**src/hdl/uad_pkg.sv**
```systemverilog
// ----------------------------------------------------------------------------
// uad_pkg
// Shared types, constants and character helpers for the unsigned to ASCII
// digit converter.
// ----------------------------------------------------------------------------
package uad_pkg;

   localparam int VALUE_W   = 32;
   localparam int CHAR_W    = 8;
   localparam int DIGIT_W   = 4;
   localparam int DIGITS    = 10;
   localparam int NIBBLES   = VALUE_W / DIGIT_W;
   localparam int CNT_W     = 4;
   localparam int BIT_CNT_W = 5;

   localparam logic [CNT_W-1:0]     HEX_START = 4'd9;
   localparam logic [CNT_W-1:0]     HEX_X_POS = 4'd8;
   localparam logic [BIT_CNT_W-1:0] BIT_LAST  = 5'd31;

   localparam logic [CHAR_W-1:0] CHAR_ZERO = 8'h30;
   localparam logic [CHAR_W-1:0] CHAR_X    = 8'h78;
   localparam logic [CHAR_W-1:0] CHAR_A    = 8'h41;

   localparam logic KIND_DEC = 1'b0;
   localparam logic KIND_HEX = 1'b1;

   typedef struct packed {
      logic load;
      logic shift;
      logic locate;
      logic advance;
   } cmd_type;

   typedef struct packed {
      logic conv_done;
      logic last;
   } status_type;

   function automatic logic [CHAR_W-1:0] hex_char(input logic [DIGIT_W-1:0] nib);
      logic [CHAR_W-1:0] ch;
      if (nib < 4'd10) begin
         ch = CHAR_ZERO + {4'd0, nib};
      end else begin
         ch = CHAR_A + {4'd0, nib - 4'd10};
      end
      return ch;
   endfunction

endpackage

```
**src/hdl/unsigned_to_ascii_digits.sv**
```systemverilog
// ----------------------------------------------------------------------------
// unsigned_to_ascii_digits
// Converts a 32-bit unsigned value to ASCII characters, decimal or 0x hex.
// Hex: first character valid the cycle after accept, 10 words.
// Decimal: a shift/add-3 step per bit, a locate step, then 1 to 10 words;
//   the BCD converter takes one bit per cycle.
// One item at a time; the next is accepted after the last word is taken.
// Synchronous active-high reset returns to idle with req_ready high.
// ----------------------------------------------------------------------------
module unsigned_to_ascii_digits (
   input  logic                          clock,
   input  logic                          reset,
   input  logic                          req_valid,
   output logic                          req_ready,
   input  logic                          req_kind,
   input  logic [uad_pkg::VALUE_W-1:0]   req_value,
   output logic                          rsp_valid,
   input  logic                          rsp_ready,
   output logic [uad_pkg::CHAR_W-1:0]    rsp_ascii_char,
   output logic                          rsp_last
);

   uad_pkg::cmd_type    cmd;
   uad_pkg::status_type status;

   uad_controller u_ctrl (
      .clock     (clock),
      .reset     (reset),
      .req_valid (req_valid),
      .req_ready (req_ready),
      .req_kind  (req_kind),
      .rsp_valid (rsp_valid),
      .rsp_ready (rsp_ready),
      .status    (status),
      .cmd       (cmd)
   );

   uad_datapath u_dp (
      .clock          (clock),
      .req_kind       (req_kind),
      .req_value      (req_value),
      .cmd            (cmd),
      .status         (status),
      .rsp_ascii_char (rsp_ascii_char),
      .rsp_last       (rsp_last)
   );

endmodule

```
**src/hdl/uad_datapath.sv**
```systemverilog
// ----------------------------------------------------------------------------
// uad_datapath
// Binary to BCD shift/add-3 converter, leading digit search and character
// selection for decimal and hex output.
// ----------------------------------------------------------------------------
module uad_datapath (
   input  logic                                 clock,
   input  logic                                 req_kind,
   input  logic [uad_pkg::VALUE_W-1:0]          req_value,
   input  uad_pkg::cmd_type                     cmd,
   output uad_pkg::status_type                  status,
   output logic [uad_pkg::CHAR_W-1:0]           rsp_ascii_char,
   output logic                                 rsp_last
);

   logic                                    kind_ff, kind_in;
   logic [uad_pkg::NIBBLES-1:0][uad_pkg::DIGIT_W-1:0] bin_ff, bin_in;
   logic [uad_pkg::DIGIT_W-1:0]             bcd_ff [uad_pkg::DIGITS];
   logic [uad_pkg::DIGIT_W-1:0]             bcd_in [uad_pkg::DIGITS];
   logic [uad_pkg::DIGIT_W-1:0]             adj    [uad_pkg::DIGITS];
   logic [uad_pkg::CNT_W-1:0]               cnt_ff, cnt_in;
   logic [uad_pkg::BIT_CNT_W-1:0]           bit_cnt_ff, bit_cnt_in;
   logic [uad_pkg::CNT_W-1:0]               lead;

   // add-3 correction per digit
   always_comb begin
      for (int i = 0; i < uad_pkg::DIGITS; i++) begin
         adj[i] = (bcd_ff[i] >= 4'd5) ? bcd_ff[i] + 4'd3 : bcd_ff[i];
      end
   end

   always_comb begin
      lead = '0;
      for (int i = 0; i < uad_pkg::DIGITS; i++) begin
         if (bcd_ff[i] != '0) begin
            lead = i[uad_pkg::CNT_W-1:0];
         end
      end
   end

   always_comb begin
      kind_in    = kind_ff;
      bin_in     = bin_ff;
      bcd_in     = bcd_ff;
      cnt_in     = cnt_ff;
      bit_cnt_in = bit_cnt_ff;
      if (cmd.load) begin
         kind_in    = req_kind;
         bin_in     = req_value;
         cnt_in     = uad_pkg::HEX_START;
         bit_cnt_in = '0;
         for (int i = 0; i < uad_pkg::DIGITS; i++) begin
            bcd_in[i] = '0;
         end
      end else if (cmd.shift) begin
         bin_in     = bin_ff << 1;
         bit_cnt_in = bit_cnt_ff + 1'b1;
         bcd_in[0]  = {adj[0][2:0], bin_ff[uad_pkg::NIBBLES-1][uad_pkg::DIGIT_W-1]};
         for (int i = 1; i < uad_pkg::DIGITS; i++) begin
            bcd_in[i] = {adj[i][2:0], adj[i-1][3]};
         end
      end else if (cmd.locate) begin
         cnt_in = lead;
      end else if (cmd.advance) begin
         cnt_in = cnt_ff - 1'b1;
      end
   end

   always_ff @(posedge clock) begin
      kind_ff    <= kind_in;
      bin_ff     <= bin_in;
      bcd_ff     <= bcd_in;
      cnt_ff     <= cnt_in;
      bit_cnt_ff <= bit_cnt_in;
   end

   always_comb begin
      if (kind_ff == uad_pkg::KIND_HEX) begin
         if (cnt_ff == uad_pkg::HEX_START) begin
            rsp_ascii_char = uad_pkg::CHAR_ZERO;
         end else if (cnt_ff == uad_pkg::HEX_X_POS) begin
            rsp_ascii_char = uad_pkg::CHAR_X;
         end else begin
            rsp_ascii_char = uad_pkg::hex_char(bin_ff[cnt_ff[2:0]]);
         end
      end else begin
         rsp_ascii_char = uad_pkg::CHAR_ZERO + {4'd0, bcd_ff[cnt_ff]};
      end
   end

   assign rsp_last         = (cnt_ff == '0);
   assign status.last      = rsp_last;
   assign status.conv_done = (bit_cnt_ff == uad_pkg::BIT_LAST);

endmodule

```
**src/hdl/uad_controller.sv**
```systemverilog
// ----------------------------------------------------------------------------
// uad_controller
// Sequencer: accepts a word, runs the decimal conversion when needed, then
// hands characters out one word at a time.
// ----------------------------------------------------------------------------
module uad_controller (
   input  logic                clock,
   input  logic                reset,
   input  logic                req_valid,
   output logic                req_ready,
   input  logic                req_kind,
   output logic                rsp_valid,
   input  logic                rsp_ready,
   input  uad_pkg::status_type status,
   output uad_pkg::cmd_type    cmd
);

   typedef enum logic [1:0] {
      IDLE,
      CONVERT,
      LOCATE,
      EMIT
   } state_type;

   state_type state_ff, state_in;
   logic      ready_ff, ready_in;
   logic      valid_ff, valid_in;

   always_comb begin
      state_in = state_ff;
      ready_in = ready_ff;
      valid_in = valid_ff;
      cmd      = '0;
      case (state_ff)
         IDLE: begin
            if (req_valid && ready_ff) begin
               cmd.load = 1'b1;
               ready_in = 1'b0;
               if (req_kind == uad_pkg::KIND_HEX) begin
                  state_in = EMIT;
                  valid_in = 1'b1;
               end else begin
                  state_in = CONVERT;
               end
            end
         end
         CONVERT: begin
            cmd.shift = 1'b1;
            if (status.conv_done) begin
               state_in = LOCATE;
            end
         end
         LOCATE: begin
            cmd.locate = 1'b1;
            state_in   = EMIT;
            valid_in   = 1'b1;
         end
         EMIT: begin
            if (rsp_ready) begin
               cmd.advance = 1'b1;
               if (status.last) begin
                  state_in = IDLE;
                  valid_in = 1'b0;
                  ready_in = 1'b1;
               end
            end
         end
         default: begin
            state_in = IDLE;
            valid_in = 1'b0;
            ready_in = 1'b1;
         end
      endcase
   end

   always_ff @(posedge clock) begin
      if (reset) begin
         state_ff <= IDLE;
         ready_ff <= 1'b1;
         valid_ff <= 1'b0;
      end else begin
         state_ff <= state_in;
         ready_ff <= ready_in;
         valid_ff <= valid_in;
      end
   end

   assign req_ready = ready_ff;
   assign rsp_valid = valid_ff;

   a_no_overlap: assert property (@(posedge clock) disable iff (reset)
      !(ready_ff && valid_ff))
      else $error("input and output both open");

   a_emit_valid: assert property (@(posedge clock) disable iff (reset)
      (state_ff == EMIT) |-> valid_ff)
      else $error("emit state without valid");

   a_last_frees: assert property (@(posedge clock) disable iff (reset)
      (valid_ff && rsp_ready && status.last) |=> (ready_ff && !valid_ff))
      else $error("last word did not return to idle");

   a_load_busy: assert property (@(posedge clock) disable iff (reset)
      cmd.load |=> !ready_ff)
      else $error("ready after load");

endmodule
```
**config.mk**
```make
export PLATFORM = sky130hd
export DESIGN_NAME = unsigned_to_ascii_digits
export DESIGN_NICKNAME = d
export VERILOG_FILES = /design/src/hdl/uad_pkg.sv /design/src/hdl/unsigned_to_ascii_digits.sv /design/src/hdl/uad_datapath.sv /design/src/hdl/uad_controller.sv
export SDC_FILE = /design/constraint.sdc
export NUM_CORES = 1
export LEC_CHECK = 0
export BUFFER_PORTS_ARGS = -buffer_cell sky130_fd_sc_hd__buf_2
export CAP_MARGIN = 20
export CELL_PAD_IN_SITES_DETAIL_PLACEMENT = 0
export CELL_PAD_IN_SITES_GLOBAL_PLACEMENT = 1
export CORE_ASPECT_RATIO = 0.6
export CORE_UTILIZATION = 46
export DETAILED_ROUTE_END_ITERATION = 10
export GPL_TIMING_DRIVEN = 0
export MAX_ROUTING_LAYER = met4
export PLACE_DENSITY = 0.78
export SLEW_MARGIN = 20
export SYNTH_ARGS = -nofsm -noshare
export SYNTH_HDL_FRONTEND = slang
export SYNTH_SLANG_ARGS = --single-unit
```
**constraint.sdc**
```tcl
create_clock -name clock -period 3.2 [get_ports clock]
set_clock_uncertainty 0.15 [all_clocks]
set_input_delay 0.16 -clock clock [delete_from_list [all_inputs] [get_ports clock]]
set_output_delay 0.16 -clock clock [all_outputs]
set_load 0.03 [all_outputs]
```
## Word level (Yosys, flattened, before mapping)

Cells that the tools add are included.

- Add/sub/neg operators: 16
- Bitwise operators: 2
- Magnitude comparators: 13
- Reduce and logical (&&, ||, !) cells: 20
- Muxes and demuxes: 53
- Equal/unequal tests: 11

Operator list:

| kind | count |
|---|---|
| $mux W32 | 2 |
| $mux W4 | 16 |
| $ge A4 B3 Y1 const B | 10 |
| $add A4 B2 Y4 const B | 9 |
| $reduce_bool A4 Y1 | 9 |
| $mux W8 | 4 |
| $bmux W4 S4 | 1 |
| $mux W3 | 5 |
| $add A6 B4 Y7 const A | 2 |
| $mux W1 | 14 |
| $mux W2 | 7 |
| $bmux W4 S3 | 1 |
| $add A7 B4 Y8 const A | 1 |
| $eq A4 B4 Y1 const B | 2 |
| $ne A2 B2 Y1 const B | 4 |
| $pmux W2 S4 | 1 |
| $reduce_and A4 Y1 | 2 |
| $reduce_bool A2 Y1 | 3 |
| $add A5 B1 Y5 const B | 1 |
| $eq A5 B5 Y1 const B | 1 |
| $ge A5 B5 Y1 const B | 1 |
| $not A4 Y5 | 1 |
| $reduce_and A5 Y1 | 1 |
| $eq A2 B2 Y1 const B | 2 |
| 15 further kinds | 15 |

- Flip-flop bits (word level): 86
- Output and inout bits: 11

## Depth between registers and ports, before layout

- Word-level depth: 11
- Mapped depth: 10
- Mapped depth without buffers: 7

## Modules after synthesis

A second synthesis with hierarchy kept.

- Cells, all modules: 551
- Area, all modules: 5338.9 µm²

Modules (own cells, without submodules):

| module | times used | cells an instance | area each (µm²) |
|---|---|---|---|
| uad_datapath | 1 | 517 | 5012.3 |
| uad_controller | 1 | 34 | 326.6 |

## Worst setup path after synthesis

Ideal clock, no wire load.

- Path type: register to output
- Start: reg u_dp.cnt_ff[0] (netlist bit)
- End: out rsp_ascii_char[4] (netlist bit)
- Cell stages (with the launch flop): 7
- Slack: 0.444 ns
- Buffers on the path: 2
- Arrival: 2.446 ns
- Path through: dfxtp_1 > buf_6 > buf_12 > mux4_2 > mux2i_4 > ha_1 > o311ai_1

- Cells in the longest elaborated chain, start to end: 8
- Elaborated cells on any way between the ends: 17

Ends and longest elaborated chain:

| element | RTL line | text |
|---|---|---|
| from (decl) | uad_datapath.sv:21 | `logic [uad_pkg::CNT_W-1:0] cnt_ff, cnt_in;` |
| from (signal assigned) | uad_datapath.sv:73 | `cnt_ff <= cnt_in;` |
| $bmux W4 S3 | uad_datapath.sv:84 | `rsp_ascii_char = uad_pkg::hex_char(bin_ff[cnt_ff[2:0]]);` |
| $mux W4 (implied by the code) | uad_datapath.sv:84 |  |
| $sub A4 B4 Y4 | uad_pkg.sv:44 | `ch = CHAR_A + {4'd0, nib - 4'd10};` |
| $add A7 B4 Y8 | uad_pkg.sv:44 |  |
| $mux W8 | uad_pkg.sv:41 | `if (nib < 4'd10) begin` |
| $mux W8 | uad_datapath.sv:81 | `end else if (cnt_ff == uad_pkg::HEX_X_POS) begin` |
| $mux W8 | uad_datapath.sv:79 | `if (cnt_ff == uad_pkg::HEX_START) begin` |
| $mux W8 * | uad_datapath.sv:78 | `if (kind_ff == uad_pkg::KIND_HEX) begin` |
| to (decl) | unsigned_to_ascii_digits.sv:19 | `output logic [uad_pkg::CHAR_W-1:0] rsp_ascii_char,` |

Every way passes the cells marked *; elsewhere a longest branch is shown, timed or not. The select of a mux whose other input is x is not followed.

## Worst setup path in the final report

- Start: reg u_dp.cnt_ff[0] (netlist bit)
- End: out rsp_ascii_char[2] (netlist bit)

The elaborated chain is that of the path after synthesis.

==> run summary <==
SYNTHESIS
--------------------------------------------------------------------------------------
Synthesized-area fraction occupied by ao, oa, aoi and oai cells                 0.1219
XOR/XNOR Fraction of Synth Area                                                0.04120
Synthesized netlist net count                                                      655
Multiplexer fraction of the synthesized cell area                               0.1318
Main flop type after synthesis                                            sky130_fd_sc_hd__dfxtp_1
Async set or reset register ratio after synthesis                                    0
Simple-gate share of the synthesized area                                       0.1956
Combinational family with the most area after synthesis                   simple AND/OR/NAND/NOR gates
Count of mapped cells out of synthesis                                             588
Adder-cell share of the synthesized area                                       0.07062
Synth unique cells                                                                  58
Sequential-to-total area share from yosys stat                                  0.3861
Mean instance size in the synthesized netlist                              9.039 sq um
Synth Register Bits                                                                 86
Number of warnings printed during yosys synthesis                                    0
EDFF count, synth                                                                   33
Post-synthesis cell area                                                  0.005315 sq mm

GLOBAL ROUTE
--------------------------------------------------------------------------------------
Number of antenna violations at the first check in global routing                    0
Wire length of the first global-routing pass                                 23,180 um
Pin count of the biggest net entering global routing                                21
Number of global-route vias before repair                                        4,392
Remaining global-route overflow                                                      0
Overall fraction of global-route tracks in use                                  0.2649

CLOCKING
--------------------------------------------------------------------------------------
Worst skew pair latency                                                         350 ps
CTS clk-pin slew, worst paths                                                    70 ps
Max clock buf depth                                                                  2
Clock root buffer                                                         sky130_fd_sc_hd__clkbuf_16
CTS tree                                                                          done
Number of sinks on the clock net                                                    86
TritonCTS Buffers                                                                    9
Max H-tree Level                                                                     3

TIMING
--------------------------------------------------------------------------------------
Final sum of negative setup slack                                                 0 ps
Final Setup Violations                                                               0
Normalized max-slew margin                                                      0.5165
Period utilization                                                              0.9621
Worst-Margin Slew                                                             725.2 ps
Period minus WS final                                                          3079 ps
Number of endpoints with negative hold slack in the final report                     0
Max-slew violation count                                                             0
Hold Worst Slack                                                              33.91 ps
Highest achievable clock rate                                                324.8 MHz

PWR
--------------------------------------------------------------------------------------
Static power due to leakage                                                   2.680 nW
Power density over the cells                                              915.2 mW/mm^2
Highest ir drop seen on vdd                                                   381.8 uV

PLACEMENT
--------------------------------------------------------------------------------------
Dpl hpwl                                                                     10,580 um
Number of port buffers                                                              46
Dpl cells                                                                          774
Weighted congestion reported at the end of routability-driven placement         0.8151

CRITICAL PATH
--------------------------------------------------------------------------------------
Cell family with most CP delay                                            multiplexers
Delay of the slowest cell on the worst path                                     570 ps
Worst path bufs/invs                                                                 4
Required time of the worst setup path                                          2890 ps
CP max-delay cell                                                         sky130_fd_sc_hd__mux4_2
Highest net fanout along the worst path                                             10
Startpoint type of the worst setup path                                           flop
Type of destination of the critical path                                  primary output
Arrival time at the worst endpoint                                             2770 ps
Worst path cell trace                                                     buf_6, buf_12, mux4_2, mux2i_4, inv_1, ha_1, xnor2_1, a311oi_2, o21ai_1, buf_2
Register-to-register setup slack                                                170 ps
Critical path type                                                             reg2out

LAYOUT
--------------------------------------------------------------------------------------
Final core utilization                                                          0.5957
Share of final-layout standard cells stronger than drive strength 1             0.1447
Net total in the final layout                                                      753
Area overhead of the layout relative to synthesis                               22.01%
Number of antenna diodes                                                             0
Count of placed standard cells in the final layout, fillers left out               830
Total of fill cells in the finished design                                         944

DETAILED ROUTING
--------------------------------------------------------------------------------------
Detail-routed net length per standard cell                                    17.46 um
Count of nets left with antenna violations after detail routing                      0
Via density                                                                      5.545
Via total after detailed routing                                                 4,602
Initial detailed-routing violation count                                           360
Number of DRC violations after detailed routing                                      0
DRT Pass-1 Iters                                                                     5
Routed WL                                                                    14,490 um

DIE
--------------------------------------------------------------------------------------
Die width                                                                     140.8 um
Io pins                                                                             48
Floorplan core area                                                       0.01089 sq mm
Die Y-Extent                                                                  85.27 um
Cell row count                                                                      29
Die Area                                                                  0.01200 sq mm
Starting Density                                                                0.4883

FLOW RUN
--------------------------------------------------------------------------------------
Max-cap check violation count                                                        0

RUN STATUS
--------------------------------------------------------------------------------------
Run status                                                                   completed

MIN PATH
--------------------------------------------------------------------------------------
HP Class                                                                        in2reg

==> tightest hold or removal path, delay by kind of cell <==
kind | cells | cell delay, ps
compound gates | 2 | 170
buf+inv | 1 | 120
simple gates | 1 | 50
==> worst paths after layout <==
path	startpoint	end	cells after the start
max	u_dp.cnt_ff[0]	rsp_ascii_char[2]	10
min reg2reg	u_dp.bit_cnt_ff[4]	u_dp.bit_cnt_ff[4]	2
min	req_valid	u_ctrl.req_ready	4
max reg2reg	u_ctrl.state_ff[1]	u_dp.bin_ff[3]	7
==> Yosys cell counts, drive strengths merged, types with 10 or more instances <==
cell	count	area share
a21oi	37	0.036
buf	10	0.014
clkbuf	23	0.016
dfxtp	53	0.20
edfxtp	33	0.19
ha	30	0.071
inv	31	0.022
mux2i	28	0.060
mux4	16	0.072
nand2	127	0.090
nand2b	29	0.034
nand3	23	0.022
nor2	32	0.023
o211ai	10	0.014
o21ai	28	0.026
xnor2	23	0.038
==> kinds of logic after synthesis <==
logic type,after synthesis
XOR/XNOR,25
AO/OA/AOI/OAI,105
other,1
adder cells (fa/ha/maj),30
buffers and inverters,64
AND/OR/NAND/NOR,233
flip-flops,86
multiplexers,44
==> layout make-up <==
cell class | instances | area (sq um) | share of cell area
Multi-Input combinational cell | 438 | 2998 | 0.4623
Sequential cell | 86 | 2052 | 0.3164
Timing Repair Buffer | 87 | 645.6 | 0.09956
Clock buffer | 9 | 225.2 | 0.03473
Tap cell | 139 | 173.9 | 0.02682
Buffer | 33 | 170.2 | 0.02624
Inverter | 31 | 116.4 | 0.01794
Clock inverter | 7 | 103.9 | 0.01601
==> report_power, final <==
group / internal (mW) / switching (mW)
Sequential: 1.56 / 0.233
Combinational: 1.21 / 1.74
Clock: 0.696 / 0.493
==> timing repair <==
item / 4_1_cts / 5_1_grt
endpoints found under the hold margin: 37 / 0
hold buffers: 35 / 0
setup buffers: 0 / 5
gates resized for setup: 3 / 5
setup endpoints to repair: 3 / 2
==> stage by stage <==
step / instance area (sq um) / total power [mW] / worst slack [ps]
after floorplan: 5315 / 3.734 / 444.0
after global placement: 5719 / 4.413 / -474.3
after detailed placement: 5749 / 4.544 / 187.7
after CTS: 6430 / 5.804 / 52.05
after global routing: 6485 / 6.294 / -9.953
final: 6485 / 5.935 / 121.4
==> sequential cells by signal, indices dropped and copies added, names as in the netlist <==
name	count
u_ctrl.rsp_valid	1
u_dp.cnt_ff	4
u_dp.bcd_ff	40
u_ctrl.state_ff	2
u_dp.bin_ff	32
u_dp.kind_ff	1
u_dp.bit_cnt_ff	5
u_ctrl.req_ready	1
==> cell usage in the layout, fill, tap and decap left out, types with 3 or more instances in the layout <==
cell,count
sky130_fd_sc_hd__dlygate4sd3_1,35
sky130_fd_sc_hd__clkbuf_1,22
sky130_fd_sc_hd__o21ai_0,27
sky130_fd_sc_hd__nor2_1,32
sky130_fd_sc_hd__nor3_1,7
sky130_fd_sc_hd__ha_1,30
sky130_fd_sc_hd__buf_4,7
sky130_fd_sc_hd__inv_1,30
sky130_fd_sc_hd__buf_2,48
sky130_fd_sc_hd__a21o_1,9
sky130_fd_sc_hd__o211ai_1,10
sky130_fd_sc_hd__nand2b_1,28
sky130_fd_sc_hd__edfxtp_1,33
sky130_fd_sc_hd__dfxtp_1,53
sky130_fd_sc_hd__nand2_1,127
sky130_fd_sc_hd__nand3_1,23
sky130_fd_sc_hd__clkbuf_4,3
sky130_fd_sc_hd__nor3b_1,5
sky130_fd_sc_hd__a21oi_1,36
sky130_fd_sc_hd__clkbuf_16,9
sky130_fd_sc_hd__mux2i_1,24
sky130_fd_sc_hd__mux4_1,5
sky130_fd_sc_hd__mux4_2,11
sky130_fd_sc_hd__mux2i_4,4
sky130_fd_sc_hd__xnor2_1,23
==> routing by layer <==
layer  part of all wire  global-route usage
met5                  0                   -
met4             0.0088             0.06917
met3              0.067             0.05700
met2               0.41              0.3668
met1               0.52              0.3866
Note: power is estimated with default switching activity, not from simulation.
